**config.mk**
```make
export PLATFORM = sky130hd
export DESIGN_NAME = positional_list_store_core
export DESIGN_NICKNAME = d
export VERILOG_FILES = /design/src/hdl/pls_pkg.sv /design/src/hdl/positional_list_store_core.sv /design/src/hdl/pls_cell.sv /design/src/hdl/pls_ctrl.sv
export SDC_FILE = /design/constraint.sdc
export NUM_CORES = 2
export LEC_CHECK = 0
export BUFFER_PORTS_ARGS = -buffer_cell sky130_fd_sc_hd__buf_2
export CAP_MARGIN = 20
export CORE_MARGIN = 2
export CORE_UTILIZATION = 55
export DETAILED_ROUTE_END_ITERATION = 6
export PLACE_DENSITY = 0.72
export SLEW_MARGIN = 30
export SYNTH_ARGS = -nofsm -noshare
export SYNTH_HDL_FRONTEND = slang
export SYNTH_SLANG_ARGS = --single-unit
```
**constraint.sdc**
```tcl
create_clock -name clk_i -period 7.2 [get_ports clk_i]
set_input_delay 0.36 -clock clk_i [delete_from_list [all_inputs] [get_ports clk_i]]
set_output_delay 0.36 -clock clk_i [all_outputs]
set_load 0.02 [all_outputs]
```
**src/hdl/pls_pkg.sv**
```systemverilog
// ----------------------------------------------------------------------------
// pls_pkg: shared types and constants of the positional list store
// Sizes, command and status codes, and the command broadcast to the cells.
// ----------------------------------------------------------------------------
package pls_pkg;

  // Number of cells in the list.
  localparam int CAPACITY = 16;
  // Width of a count that must hold CAPACITY itself.
  localparam int CNT_W = $clog2(CAPACITY + 1);
  // Width of a cell index.
  localparam int IDX_W = $clog2(CAPACITY);
  // Fixed field widths.
  localparam int VAL_W = 32;
  localparam int POS_W = 16;
  localparam int OP_W  = 3;
  localparam int ST_W  = 2;

  // Command codes carried by an input transfer.
  typedef enum logic [OP_W-1:0] {
    OP_APPEND    = 3'd0,
    OP_INSERT    = 3'd1,
    OP_DEL_FIRST = 3'd2,
    OP_DEL_LAST  = 3'd3,
    OP_DEL_POS   = 3'd4,
    OP_DUMP      = 3'd5
  } opcode_e;

  // Status codes carried by an output transfer.
  typedef enum logic [ST_W-1:0] {
    ST_OK     = 2'd0,
    ST_EMPTY  = 2'd1,
    ST_FULL   = 2'd2,
    ST_BADPOS = 2'd3
  } status_e;

  // What the row of cells does in a cycle.
  typedef enum logic [1:0] {
    ACT_HOLD   = 2'd0,
    ACT_INSERT = 2'd1,
    ACT_DELETE = 2'd2,
    ACT_ROTATE = 2'd3
  } cell_act_e;

  // Command broadcast from the controller to every cell.
  typedef struct packed {
    cell_act_e          act;
    logic [IDX_W-1:0]   slot;   // insert or delete slot
    logic [IDX_W-1:0]   tail;   // last occupied slot, for rotation
    logic signed [VAL_W-1:0] value;
  } cell_cmd_t;

endpackage

```
**src/hdl/positional_list_store_core.sv**
```systemverilog
// ----------------------------------------------------------------------------
// positional_list_store_core: bounded ordered list of signed 32-bit values
// Append, insert at a position, delete first, last or at a position, and
// dump, held in a row of shifting cells.
// ----------------------------------------------------------------------------
// Usage:
// Commands arrive on the slave stream; tuser carries the command code and
// tdata the value and the 1-based position. Results leave on the master
// stream; tuser carries the status, tdata the entry count and the value, and
// tlast marks the final result of a command.
// Every command other than dump and the reserved codes gives one result,
// registered in the cycle after its transfer, and a new command can be taken
// every cycle as long as the receiver keeps up. The cells all shift in the
// same cycle, as the command is taken.
// A dump of N entries gives N results, the first registered from the dump
// state and then one per cycle while the receiver keeps up; the row rotates
// by one cell per entry and is back in order after the last one. No command
// is taken until the last entry is out. An empty dump gives one result.
// When the receiver stalls, the result register holds and tready drops until
// it frees. Reset empties the list; the cell contents are not cleared.
// ----------------------------------------------------------------------------
module positional_list_store_core import pls_pkg::*; (
  input  logic        clk_i,
  input  logic        rst_ni,
  // Command channel.
  input  logic        s_axis_tvalid_i,
  output logic        s_axis_tready_o,
  // [31:0] value_in, [47:32] position
  input  logic [47:0] s_axis_tdata_i,
  // [2:0] opcode
  input  logic [OP_W-1:0] s_axis_tuser_i,
  // Result channel.
  output logic        m_axis_tvalid_o,
  input  logic        m_axis_tready_i,
  // [CNT_W-1:0] entry_count, then value_out (32 bits), zero padding above
  output logic [((CNT_W+VAL_W+7)/8)*8-1:0] m_axis_tdata_o,
  // [1:0] status
  output logic [ST_W-1:0] m_axis_tuser_o,
  output logic        m_axis_tlast_o
);

  localparam int OUT_DW  = ((CNT_W + VAL_W + 7) / 8) * 8;
  localparam int OUT_PAD = OUT_DW - CNT_W - VAL_W;

  cell_cmd_t               cmd;
  logic signed [VAL_W-1:0] cell_val [CAPACITY];
  logic [CNT_W-1:0]        entry_count;
  logic signed [VAL_W-1:0] value_out;

  // Command decoder, sequencer and result register.
  pls_ctrl u_ctrl (
    .clk_i         (clk_i),
    .rst_ni        (rst_ni),
    .in_valid_i    (s_axis_tvalid_i),
    .in_ready_o    (s_axis_tready_o),
    .opcode_i      (s_axis_tuser_i),
    .value_in_i    (s_axis_tdata_i[VAL_W-1:0]),
    .position_i    (s_axis_tdata_i[VAL_W+POS_W-1:VAL_W]),
    .head_i        (cell_val[0]),
    .cmd_o         (cmd),
    .out_valid_o   (m_axis_tvalid_o),
    .out_ready_i   (m_axis_tready_i),
    .status_o      (m_axis_tuser_o),
    .entry_count_o (entry_count),
    .value_out_o   (value_out),
    .last_o        (m_axis_tlast_o)
  );

  // Row of cells; each one sees its two neighbors and the head.
  for (genvar g = 0; g < CAPACITY; g++) begin : g_cell
    logic signed [VAL_W-1:0] left_val;
    logic signed [VAL_W-1:0] right_val;

    if (g == 0) begin : g_first
      assign left_val = '0;
    end else begin : g_inner_l
      assign left_val = cell_val[g-1];
    end

    if (g == CAPACITY - 1) begin : g_lastc
      assign right_val = '0;
    end else begin : g_inner_r
      assign right_val = cell_val[g+1];
    end

    pls_cell u_cell (
      .clk_i    (clk_i),
      .my_idx_i (IDX_W'(g)),
      .cmd_i    (cmd),
      .left_i   (left_val),
      .right_i  (right_val),
      .head_i   (cell_val[0]),
      .value_o  (cell_val[g])
    );
  end

  assign m_axis_tdata_o = {{OUT_PAD{1'b0}}, value_out, entry_count};

endmodule

```
**src/hdl/pls_cell.sv**
```systemverilog
// ----------------------------------------------------------------------------
// pls_cell: one storage cell of the list
// Holds one entry and takes its left or right neighbor, the new value or the
// head entry, as the broadcast command and its own index decide.
// ----------------------------------------------------------------------------
module pls_cell import pls_pkg::*; (
  input  logic                    clk_i,
  input  logic [IDX_W-1:0]        my_idx_i,
  input  cell_cmd_t               cmd_i,
  input  logic signed [VAL_W-1:0] left_i,
  input  logic signed [VAL_W-1:0] right_i,
  input  logic signed [VAL_W-1:0] head_i,
  output logic signed [VAL_W-1:0] value_o
);

  logic signed [VAL_W-1:0] value_q, value_d;

  // Select the next entry of this cell.
  always_comb begin
    value_d = value_q;
    case (cmd_i.act)
      ACT_INSERT: begin
        if (my_idx_i == cmd_i.slot) begin
          value_d = cmd_i.value;
        end else if (my_idx_i > cmd_i.slot) begin
          value_d = left_i;
        end
      end
      ACT_DELETE: begin
        if (my_idx_i >= cmd_i.slot) begin
          value_d = right_i;
        end
      end
      ACT_ROTATE: begin
        if (my_idx_i == cmd_i.tail) begin
          value_d = head_i;
        end else if (my_idx_i < cmd_i.tail) begin
          value_d = right_i;
        end
      end
      default: value_d = value_q;
    endcase
  end

  // Entry storage; payload only, so no reset.
  always_ff @(posedge clk_i) begin
    value_q <= value_d;
  end

  assign value_o = value_q;

endmodule

```
**src/hdl/pls_ctrl.sv**
```systemverilog
// ----------------------------------------------------------------------------
// pls_ctrl: command decoder and sequencer of the positional list store
// Checks each command against the count, drives the cells and holds the
// output register; a dump walks the head of the rotating row.
// ----------------------------------------------------------------------------
module pls_ctrl import pls_pkg::*; (
  input  logic                    clk_i,
  input  logic                    rst_ni,
  input  logic                    in_valid_i,
  output logic                    in_ready_o,
  input  logic [OP_W-1:0]         opcode_i,
  input  logic signed [VAL_W-1:0] value_in_i,
  input  logic [POS_W-1:0]        position_i,
  input  logic signed [VAL_W-1:0] head_i,
  output cell_cmd_t               cmd_o,
  output logic                    out_valid_o,
  input  logic                    out_ready_i,
  output logic [ST_W-1:0]         status_o,
  output logic [CNT_W-1:0]        entry_count_o,
  output logic signed [VAL_W-1:0] value_out_o,
  output logic                    last_o
);

  typedef enum logic {
    S_IDLE,
    S_DUMP
  } state_e;

  state_e                  state_q, state_d;
  logic [CNT_W-1:0]        count_q, count_d;
  logic [CNT_W-1:0]        remain_q, remain_d;
  logic                    out_valid_q, out_valid_d;
  status_e                 status_q, status_d;
  logic [CNT_W-1:0]        ocount_q, ocount_d;
  logic signed [VAL_W-1:0] oval_q, oval_d;
  logic                    last_q, last_d;

  logic                    out_free;
  logic                    accept;
  logic                    is_full;
  logic                    is_empty;
  logic                    ins_ok;
  logic                    del_ok;
  logic [POS_W-1:0]        pos_m1;
  logic [CNT_W-1:0]        cnt_m1;
  logic [POS_W:0]          cnt_p1_wide;

  assign out_free    = !out_valid_q || out_ready_i;
  assign in_ready_o  = (state_q == S_IDLE) && out_free;
  assign accept      = in_valid_i && in_ready_o;
  assign is_full     = (count_q == CNT_W'(CAPACITY));
  assign is_empty    = (count_q == '0);
  assign pos_m1      = position_i - POS_W'(1);
  assign cnt_m1      = count_q - CNT_W'(1);
  assign cnt_p1_wide = (POS_W+1)'(count_q) + (POS_W+1)'(1);
  assign ins_ok      = (position_i != '0) && ({1'b0, position_i} <= cnt_p1_wide);
  assign del_ok      = (position_i != '0) && (position_i <= POS_W'(count_q));

  // Decode the command, drive the cells and load the output register.
  always_comb begin
    state_d     = state_q;
    count_d     = count_q;
    remain_d    = remain_q;
    out_valid_d = out_valid_q && !out_ready_i;
    status_d    = status_q;
    ocount_d    = ocount_q;
    oval_d      = oval_q;
    last_d      = last_q;
    cmd_o.act   = ACT_HOLD;
    cmd_o.slot  = pos_m1[IDX_W-1:0];
    cmd_o.tail  = cnt_m1[IDX_W-1:0];
    cmd_o.value = value_in_i;

    case (state_q)
      S_IDLE: begin
        if (accept) begin
          status_d = ST_OK;
          oval_d   = '0;
          last_d   = 1'b1;
          case (opcode_e'(opcode_i))
            OP_APPEND: begin
              if (is_full) begin
                status_d = ST_FULL;
              end else begin
                cmd_o.act  = ACT_INSERT;
                cmd_o.slot = count_q[IDX_W-1:0];
                count_d    = count_q + CNT_W'(1);
              end
              out_valid_d = 1'b1;
            end
            OP_INSERT: begin
              if (is_full) begin
                status_d = ST_FULL;
              end else if (!ins_ok) begin
                status_d = ST_BADPOS;
              end else begin
                cmd_o.act = ACT_INSERT;
                count_d   = count_q + CNT_W'(1);
              end
              out_valid_d = 1'b1;
            end
            OP_DEL_FIRST: begin
              if (is_empty) begin
                status_d = ST_EMPTY;
              end else begin
                cmd_o.act  = ACT_DELETE;
                cmd_o.slot = '0;
                count_d    = cnt_m1;
              end
              out_valid_d = 1'b1;
            end
            OP_DEL_LAST: begin
              if (is_empty) begin
                status_d = ST_EMPTY;
              end else begin
                count_d = cnt_m1;
              end
              out_valid_d = 1'b1;
            end
            OP_DEL_POS: begin
              if (is_empty) begin
                status_d = ST_EMPTY;
              end else if (!del_ok) begin
                status_d = ST_BADPOS;
              end else begin
                cmd_o.act = ACT_DELETE;
                count_d   = cnt_m1;
              end
              out_valid_d = 1'b1;
            end
            OP_DUMP: begin
              if (is_empty) begin
                status_d    = ST_EMPTY;
                out_valid_d = 1'b1;
              end else begin
                remain_d = count_q;
                state_d  = S_DUMP;
              end
            end
            default: begin
              // Unknown commands are dropped without a result.
              status_d = status_q;
              oval_d   = oval_q;
              last_d   = last_q;
            end
          endcase
          ocount_d = count_d;
        end
      end
      S_DUMP: begin
        // Emit the head entry and rotate the row by one slot.
        if (out_free) begin
          cmd_o.act   = ACT_ROTATE;
          out_valid_d = 1'b1;
          status_d    = ST_OK;
          ocount_d    = count_q;
          oval_d      = head_i;
          last_d      = (remain_q == CNT_W'(1));
          remain_d    = remain_q - CNT_W'(1);
          if (remain_q == CNT_W'(1)) begin
            state_d = S_IDLE;
          end
        end
      end
      default: state_d = S_IDLE;
    endcase
  end

  // State, count and output register.
  always_ff @(posedge clk_i or negedge rst_ni) begin
    if (!rst_ni) begin
      state_q     <= S_IDLE;
      count_q     <= '0;
      remain_q    <= '0;
      out_valid_q <= 1'b0;
      status_q    <= ST_OK;
      ocount_q    <= '0;
      oval_q      <= '0;
      last_q      <= 1'b0;
    end else begin
      state_q     <= state_d;
      count_q     <= count_d;
      remain_q    <= remain_d;
      out_valid_q <= out_valid_d;
      status_q    <= status_d;
      ocount_q    <= ocount_d;
      oval_q      <= oval_d;
      last_q      <= last_d;
    end
  end

  assign out_valid_o   = out_valid_q;
  assign status_o      = status_q;
  assign entry_count_o = ocount_q;
  assign value_out_o   = oval_q;
  assign last_o        = last_q;

  // The count never goes past the number of cells.
  a_count_bound: assert property (@(posedge clk_i) disable iff (!rst_ni)
    count_q <= CNT_W'(CAPACITY))
    else $error("list count exceeds capacity");

  // No command is taken while a dump is running.
  a_no_accept_dump: assert property (@(posedge clk_i) disable iff (!rst_ni)
    (state_q == S_DUMP) |-> !in_ready_o)
    else $error("input ready during dump");

  // An error result carries a zero value and closes the run.
  a_err_value_zero: assert property (@(posedge clk_i) disable iff (!rst_ni)
    (out_valid_q && (status_q != ST_OK)) |-> ((oval_q == '0) && last_q))
    else $error("error result with nonzero value or open run");

  // A valid non-dump command gives a result in the next cycle.
  a_result_follows: assert property (@(posedge clk_i) disable iff (!rst_ni)
    (accept && (opcode_i == OP_APPEND || opcode_i == OP_INSERT ||
                opcode_i == OP_DEL_FIRST || opcode_i == OP_DEL_LAST ||
                opcode_i == OP_DEL_POS)) |=> out_valid_q)
    else $error("missing result after command");

  // The count holds while a dump is running.
  a_count_dump: assert property (@(posedge clk_i) disable iff (!rst_ni)
    (state_q == S_DUMP) |=> (count_q == $past(count_q)))
    else $error("count changed during dump");

endmodule

```
---- Word level (Yosys, flattened, before mapping) ----
Cells that the tools add are included.
operators by class
  add/sub/neg operators ................... 5
  $lt $le $gt $ge ......................... 50
  eq/ne operators ......................... 95
  multiplexer cells ....................... 152
  bitwise operators ....................... 1
  reductions and logical operators ........ 39
operator list
  cell                                                                                 count
  32-bit 2-to-1 mux                                                                    83
  32-bit case mux with 3 select lines                                                  16
  3-bit by 1-bit != test with 1-bit output (second input constant)                     31
  5-bit 2-to-1 mux                                                                     13
  4-bit == test (first input constant)                                                 16
  32-bit case mux with 2 select lines                                                  1
  4-bit AND reduction                                                                  16
  2-bit by 1-bit != test with 1-bit output (second input constant)                     18
  3-bit by 4-bit == test with 1-bit output (first input constant)                      8
  4-bit greater-or-equal comparator (first input constant)                             8
  4-bit greater-than comparator (first input constant)                                 8
  4-bit < comparator (first input constant)                                            8
  2-bit 2-to-1 mux                                                                     11
  5-bit case mux with 2 select lines                                                   2
  5-bit case mux with 4 select lines                                                   1
  2-bit by 4-bit == test with 1-bit output (first input constant)                      4
  3-bit by 4-bit greater-or-equal comparator with 1-bit output (first input constant)  4
  3-bit by 4-bit greater-than comparator with 1-bit output (first input constant)      4
  16-bit by 5-bit <= comparator with 1-bit output                                      1
  16-bit by 6-bit <= comparator with 1-bit output                                      1
  3-bit by 4-bit < comparator with 1-bit output (first input constant)                 4
  2-bit case mux with 4 select lines                                                   2
  16-bit nonzero test                                                                  1
  1-bit 2-to-1 mux                                                                     13
  40 further kinds                                                                     68
storage, ports and cells
  flip-flop bits (word level) ............. 564
  input bits .............................. 55
  output and inout port bits .............. 45
  word-level logic and storage cells ...... 366

---- Logic depth before layout (Yosys ltp) ----
  word-level depth ........................ 12
  depth in mapped cells ................... 13
  depth with buffers taken out ............ 11

---- Cells and area by module ----
A second synthesis with hierarchy kept.
unflattened totals
  cell total of the unflattened synthesis .. 3825
  area total of the unflattened synthesis .. 41831.4 µm²
modules (own cells, without submodules)
  module                      instances  cells an instance  area an instance (µm²)  sequential area each (µm²)
  pls_cell                    16         212                2394.8                  960.9
  pls_ctrl                    1          428                3484.6                  1301.2
  positional_list_store_core  1          5                  30.0                    0.0

---- Least setup slack after synthesis ----
OpenSTA, ideal clock, no wires.
  path type ............................... register to register
  start ................................... register u_ctrl.count_q[2]
  end ..................................... register g_cell[0].u_cell.value_q[0] (enable)
  library setup time ...................... 511 ps
  arrival ................................. 6256 ps
  data required time ...................... 6689 ps
  setup slack ............................. 433 ps
  cell stages (with the launch flop) ...... 13
  path buffers ............................ 2
  period minus slack after synthesis ...... 6767 ps
  cells stage by stage .................... dfrtp_1 buf_2 buf_1 nand3_1 xnor2_1 ha_1 a2111oi_0 o21ai_0 o21ai_0 nand2_1 a2111oi_2 a21oi_1 o41ai_1
on the way
  word-level cells in the longest chain between the ends .. 11
  elaborated cells between the ends (all ways) .. 33
  classes of those cells .................. add/sub: 2; order compare: 5; eq/ne: 8; mux: 11; reduce/logical: 7
RTL lines
  element                                                                                  RTL line         text
  start: declaration                                                                       pls_ctrl.sv:30   logic [CNT_W-1:0] count_q, count_d;
  start signal: assignment                                                                 pls_ctrl.sv:182  count_q <= count_d;
  5-bit by 1-bit adder with 6-bit output                                                   pls_ctrl.sv:55   assign cnt_p1_wide = (POS_W+1)'(count_q) + (POS_W+1)'(1);
  16-bit by 6-bit <= comparator with 1-bit output                                          pls_ctrl.sv:56   assign ins_ok = (position_i != '0) && ({1'b0, position_i} <= cnt_p1_wide);
  1-bit logical AND                                                                        pls_ctrl.sv:56
  1-bit 2-to-1 mux                                                                         pls_ctrl.sv:94   end else if (!ins_ok) begin
  2-bit 2-to-1 mux                                                                         pls_ctrl.sv:92   if (is_full) begin
  2-bit case mux with 4 select lines                                                       pls_ctrl.sv:80   case (opcode_e'(opcode_i))
  6-bit 2-to-1 mux                                                                         pls_ctrl.sv:76   if (accept) begin
  2-bit case mux with 2 select lines                                                       pls_ctrl.sv:74   case (state_q)
  2-bit by 1-bit == test with 1-bit output / 2-bit == test (equally long branches)         pls_cell.sv:21   case (cmd_i.act)
  3-bit by 1-bit != test with 1-bit output (no source line), or another cell as far along  -
  5-bit AND reduction (no source line) *                                                   -
  end signal: assignment                                                                   pls_cell.sv:47   value_q <= value_d;
  end: declaration                                                                         pls_cell.sv:16   logic signed [VAL_W-1:0] value_q, value_d;
Every way passes the cells marked *; elsewhere a longest branch is shown, timed or not.
A chain may end at the register's enable or synchronous reset.

---- Final worst setup path ----
  start ................................... register u_ctrl.count_q[0]
  end ..................................... register g_cell[4].u_cell.value_q[22] (enable)
on the way
  word-level cells in the longest chain between the ends .. 11
  elaborated cells between the ends (all ways) .. 32
  classes of those cells .................. add/sub: 2; order compare: 5; eq/ne: 9; mux: 11; reduce/logical: 5
RTL lines
  element                                                                                  RTL line
  5-bit by 1-bit adder with 6-bit output                                                   pls_ctrl.sv:55
  16-bit by 6-bit <= comparator with 1-bit output                                          pls_ctrl.sv:56
  1-bit logical AND                                                                        pls_ctrl.sv:56
  1-bit 2-to-1 mux                                                                         pls_ctrl.sv:94
  2-bit 2-to-1 mux                                                                         pls_ctrl.sv:92
  2-bit case mux with 4 select lines                                                       pls_ctrl.sv:80
  6-bit 2-to-1 mux                                                                         pls_ctrl.sv:76
  2-bit case mux with 2 select lines                                                       pls_ctrl.sv:74
  2-bit == test / 2-bit by 1-bit == test with 1-bit output (equally long branches)         pls_cell.sv:21
  3-bit by 1-bit != test with 1-bit output (no source line), or another cell as far along  -
  4-bit AND reduction (no source line) *                                                   -
  end signal: assignment                                                                   pls_cell.sv:47
  end: declaration                                                                         pls_cell.sv:16
Marks and branches as above.

==> impl_metrics.py <==
metrics = {
    "status": {
        "status": "finished, final reports clean",
    },
    "critical_path": {
        "max_stage_delay_ps": 830,
        "cp.required_ps": 7500,
        "worstSetupStartpointType": "flop",
        "crit_top_cell": "o21ai_0",
        "cpLargestDelayFamily": "compound AO/OA/AOI/OAI gates",
        "cp-end-kind": "flop",
        "crit_fanout": 18,
        "path_buf_inv": 2,
        "slowest_stage": "o21ai_4",
        "crit_chain": "clkinv_1 > nor3_1 > nand3_1 > ha_1 > a2111oi_0 > o21ai_0 > o21ai_0 > nand2_1 > a2111oi_2 > a21oi_4 > o21ai_4 > buf_4",
        "path_class": "reg -> reg",
        "cp_data_arrival_time_ps": 6240,
    },
    "power_and_ir_drop": {
        "p_total_w": 0.0161,
        "power.leakage_nw": 12.4,
        "ir_worst_vdd_uv": 262,
        "power.density_mw_per_mm2": 456,
    },
    "sta": {
        "slew_viol_final": 0,
        "tightest_slew_ps": 1050,
        "period_share_pct": 82.5,
        "finalSetupViolations": 0,
        "period_needed_ps": 5940,
        "timing.fmax_mhz": 168,
        "slew_headroom_pct": 29.9,
        "fin_skew_ps": 42.9,
        "grt_setup_unrepaired": "no",
        "hold_violations": 0,
        "timing.setup.tns_ps": 0,
    },
    "die": {
        "dieHeight_um": 244,
        "rows": 87,
        "coreArea_mm2": 0.0566,
        "die_w_um": 244,
        "start_util_pct": 55.9,
        "die-area_mm2": 0.0595,
        "ios": 100,
    },
    "global_route": {
        "grt_pass1_vias": 24800,
        "grt_pass1_wl_mm": 152,
        "grt_max_degree": 141,
        "gr-usage-all-layers_pct": 32.9,
        "grt_overflow_total": 0,
        "antenna_found_initial": 1,
    },
    "synth": {
        "synth_top_area_cell": "edfxtp_1",
        "synth_cell_types": 80,
        "synth.cell_area_mm2": 0.0317,
        "netlist_instances": 2705,
        "avgSynthCellArea_um2": 11.7,
        "synthTopCellsByArea": "edfxtp_1 (49%), mux2i_1 (14%), a22oi_1 (10%)",
        "synth-async-reset-ratio_pct": 9.22,
        "synth.yosys.warnings": 0,
        "synth.most_common_cell": "edfxtp_1",
        "synthTopCellsByCount": "edfxtp_1 (512), mux2i_1 (451), a22oi_1 (424)",
        "ys_seq_area_share_pct": 52.7,
        "synthFlopType": "edfxtp_1",
        "ys_ff_latch": 564,
        "synth-edff-count": 512,
        "synth_top_area_share_pct": 48.6,
    },
    "min_path": {
        "hold_class": "in -> reg",
    },
    "clock_tree": {
        "cts_resized": 0,
        "root_buffer": "clkbuf_16",
        "cts_buffer_depth": 3,
        "cts_tree": "built",
        "clk_pin_slew_ps": 70,
        "numCtsBuffers": 60,
        "postCtsSetupRepairBufs": 0,
        "cts_sinks": 564,
        "clock_latency_ps": 650,
        "holdBufCountCts": 2,
        "cts.htree.levels": 2,
    },
    "routing": {
        "vias_per_cell": 7.21,
        "vias": 24800,
        "drtPass1Iterations": 7,
        "drt_iter0_markers": 3134,
        "routed_wl_mm": 99.7,
        "antenna_left": 0,
        "post_drt_wl_per_cell_um": 29.0,
        "drc": 0,
    },
    "layout": {
        "fin_nets": 2701,
        "post-route-util_pct": 62.3,
        "syn2layout_area_growth_pct": 11.4,
        "drive_above_1_share_pct": 13.4,
    },
    "place": {
        "gp_routability_congestion": 0.892,
        "portBuffers": 96,
        "hpwlAfterDp_mm": 62.7,
    },
    "run": {
        "maxCapViolations": 0,
    },
}
-- sequential cells by signal, indices dropped and copies added, names as in the netlist --
signal / count
g_cell.u_cell.value_o: 512
u_ctrl.value_out_o: 32
u_ctrl.count_q: 5
u_ctrl.entry_count_o: 5
u_ctrl.remain_q: 5
u_ctrl.status_o: 2
u_ctrl.last_o: 1
u_ctrl.out_valid_o: 1
u_ctrl.state_q: 1
-- worst register-to-register path, cell delays in order (launching register included) --
cell and delay [ps]:
dfrtp_1 690, clkinv_1 500, nor3_1 290, nand3_1 140, ha_1 380, a2111oi_0 390, o21ai_0 150, o21ai_0 410
nand2_1 250, a2111oi_2 790, a21oi_4 330, o21ai_4 830, buf_4 420
-- path summary, 6_finish.rpt --
kind                                                     from                                     end  slack [ps]  cells after the start
min in group asynchronous                              rst_ni          u_ctrl.status_o[1]$_DFFE_PN0P_         450                      3
hold reg to reg            u_ctrl.value_out_o[26]$_DFFE_PN0P_      u_ctrl.value_out_o[26]$_DFFE_PN0P_         490                      1
setup reg to reg                u_ctrl.count_q[0]$_DFFE_PN0P_  g_cell[4].u_cell.value_o[22]$_DFFE_PP_        1260                     12
max in group asynchronous                              rst_ni      u_ctrl.value_out_o[13]$_DFFE_PN0P_        6130                      3
hold / removal                                m_axis_tready_i            u_ctrl.out_valid_o$_DFF_PN0_         100                      4
setup / recovery                u_ctrl.count_q[0]$_DFFE_PN0P_  g_cell[4].u_cell.value_o[22]$_DFFE_PP_        1260                     12
-- metal layers --
layer / share of wire, % / GRT usage (%) / wire, µm
met2: 46 / 51.5 / 45600
met1: 39 / 44.8 / 39100
met5: 0 / 0 / 0
met3: 11 / 6.59 / 10900
met4: 4.1 / 13.7 / 4130
-- where the power goes --
group | internal, W | leakage (nW) | total, W | switching (W)
clock | 0.00183 | 0.982 | 0.00319 | 0.00136
combinational | 0.00213 | 5.87 | 0.00580 | 0.00367
sequential | 0.00589 | 5.56 | 0.00710 | 0.00121
-- cell usage in the layout (no fill, tap or decap), types with 8 or more instances in the layout --
| cell | n |
|---|---|
| a21oi_1 | 18 |
| a221o_1 | 34 |
| a22o_1 | 64 |
| a22oi_1 | 423 |
| and2_1 | 34 |
| buf_12 | 8 |
| buf_16 | 19 |
| buf_2 | 96 |
| buf_4 | 56 |
| clkbuf_1 | 9 |
| clkbuf_16 | 61 |
| clkinv_1 | 15 |
| clkinv_2 | 14 |
| dfrtp_1 | 52 |
| edfxtp_1 | 512 |
| ha_1 | 18 |
| inv_1 | 13 |
| mux2i_1 | 451 |
| nand2_1 | 69 |
| nor2_1 | 32 |
| nor2_4 | 16 |
| nor3_1 | 8 |
| nor4_4 | 8 |
| o21ai_0 | 147 |
| o21ai_1 | 341 |
| o21ai_4 | 18 |
| xnor2_1 | 8 |
-- metrics by stage --
step	instances	instance area [µm²]	setup WS [ps]	hold slack (ps)
floorplan	2707	31700	433	64.4
global placement	3295	32600	1260	478
detailed placement	3318	33200	1510	476
CTS	3434	35200	1440	78.2
global route	3436	35300	1050	147
finish	3437	35300	1260	102
-- cell families after synthesis --
logic type | synth area share [%]
buffers and inverters | 5.03
adders and majority gates | 0.711
xor gates and xnor gates | 0.304
AOI/OAI and AO/OA | 22.9
DFF | 52.7
and+or+nand+nor | 4.09
other | 0.0118
muxes | 14.3
-- layout make-up --
class,count,area (µm²)
fillers,4425,21300
flip-flops and latches,564,16700
multi-input cells,1804,14000
repair buffers,183,1630
clock buffers,73,1600
well taps,756,946
clock inverters,41,384
inverters,15,56.3
diodes,1,2.50
Power figures use the tool's default switching activity.
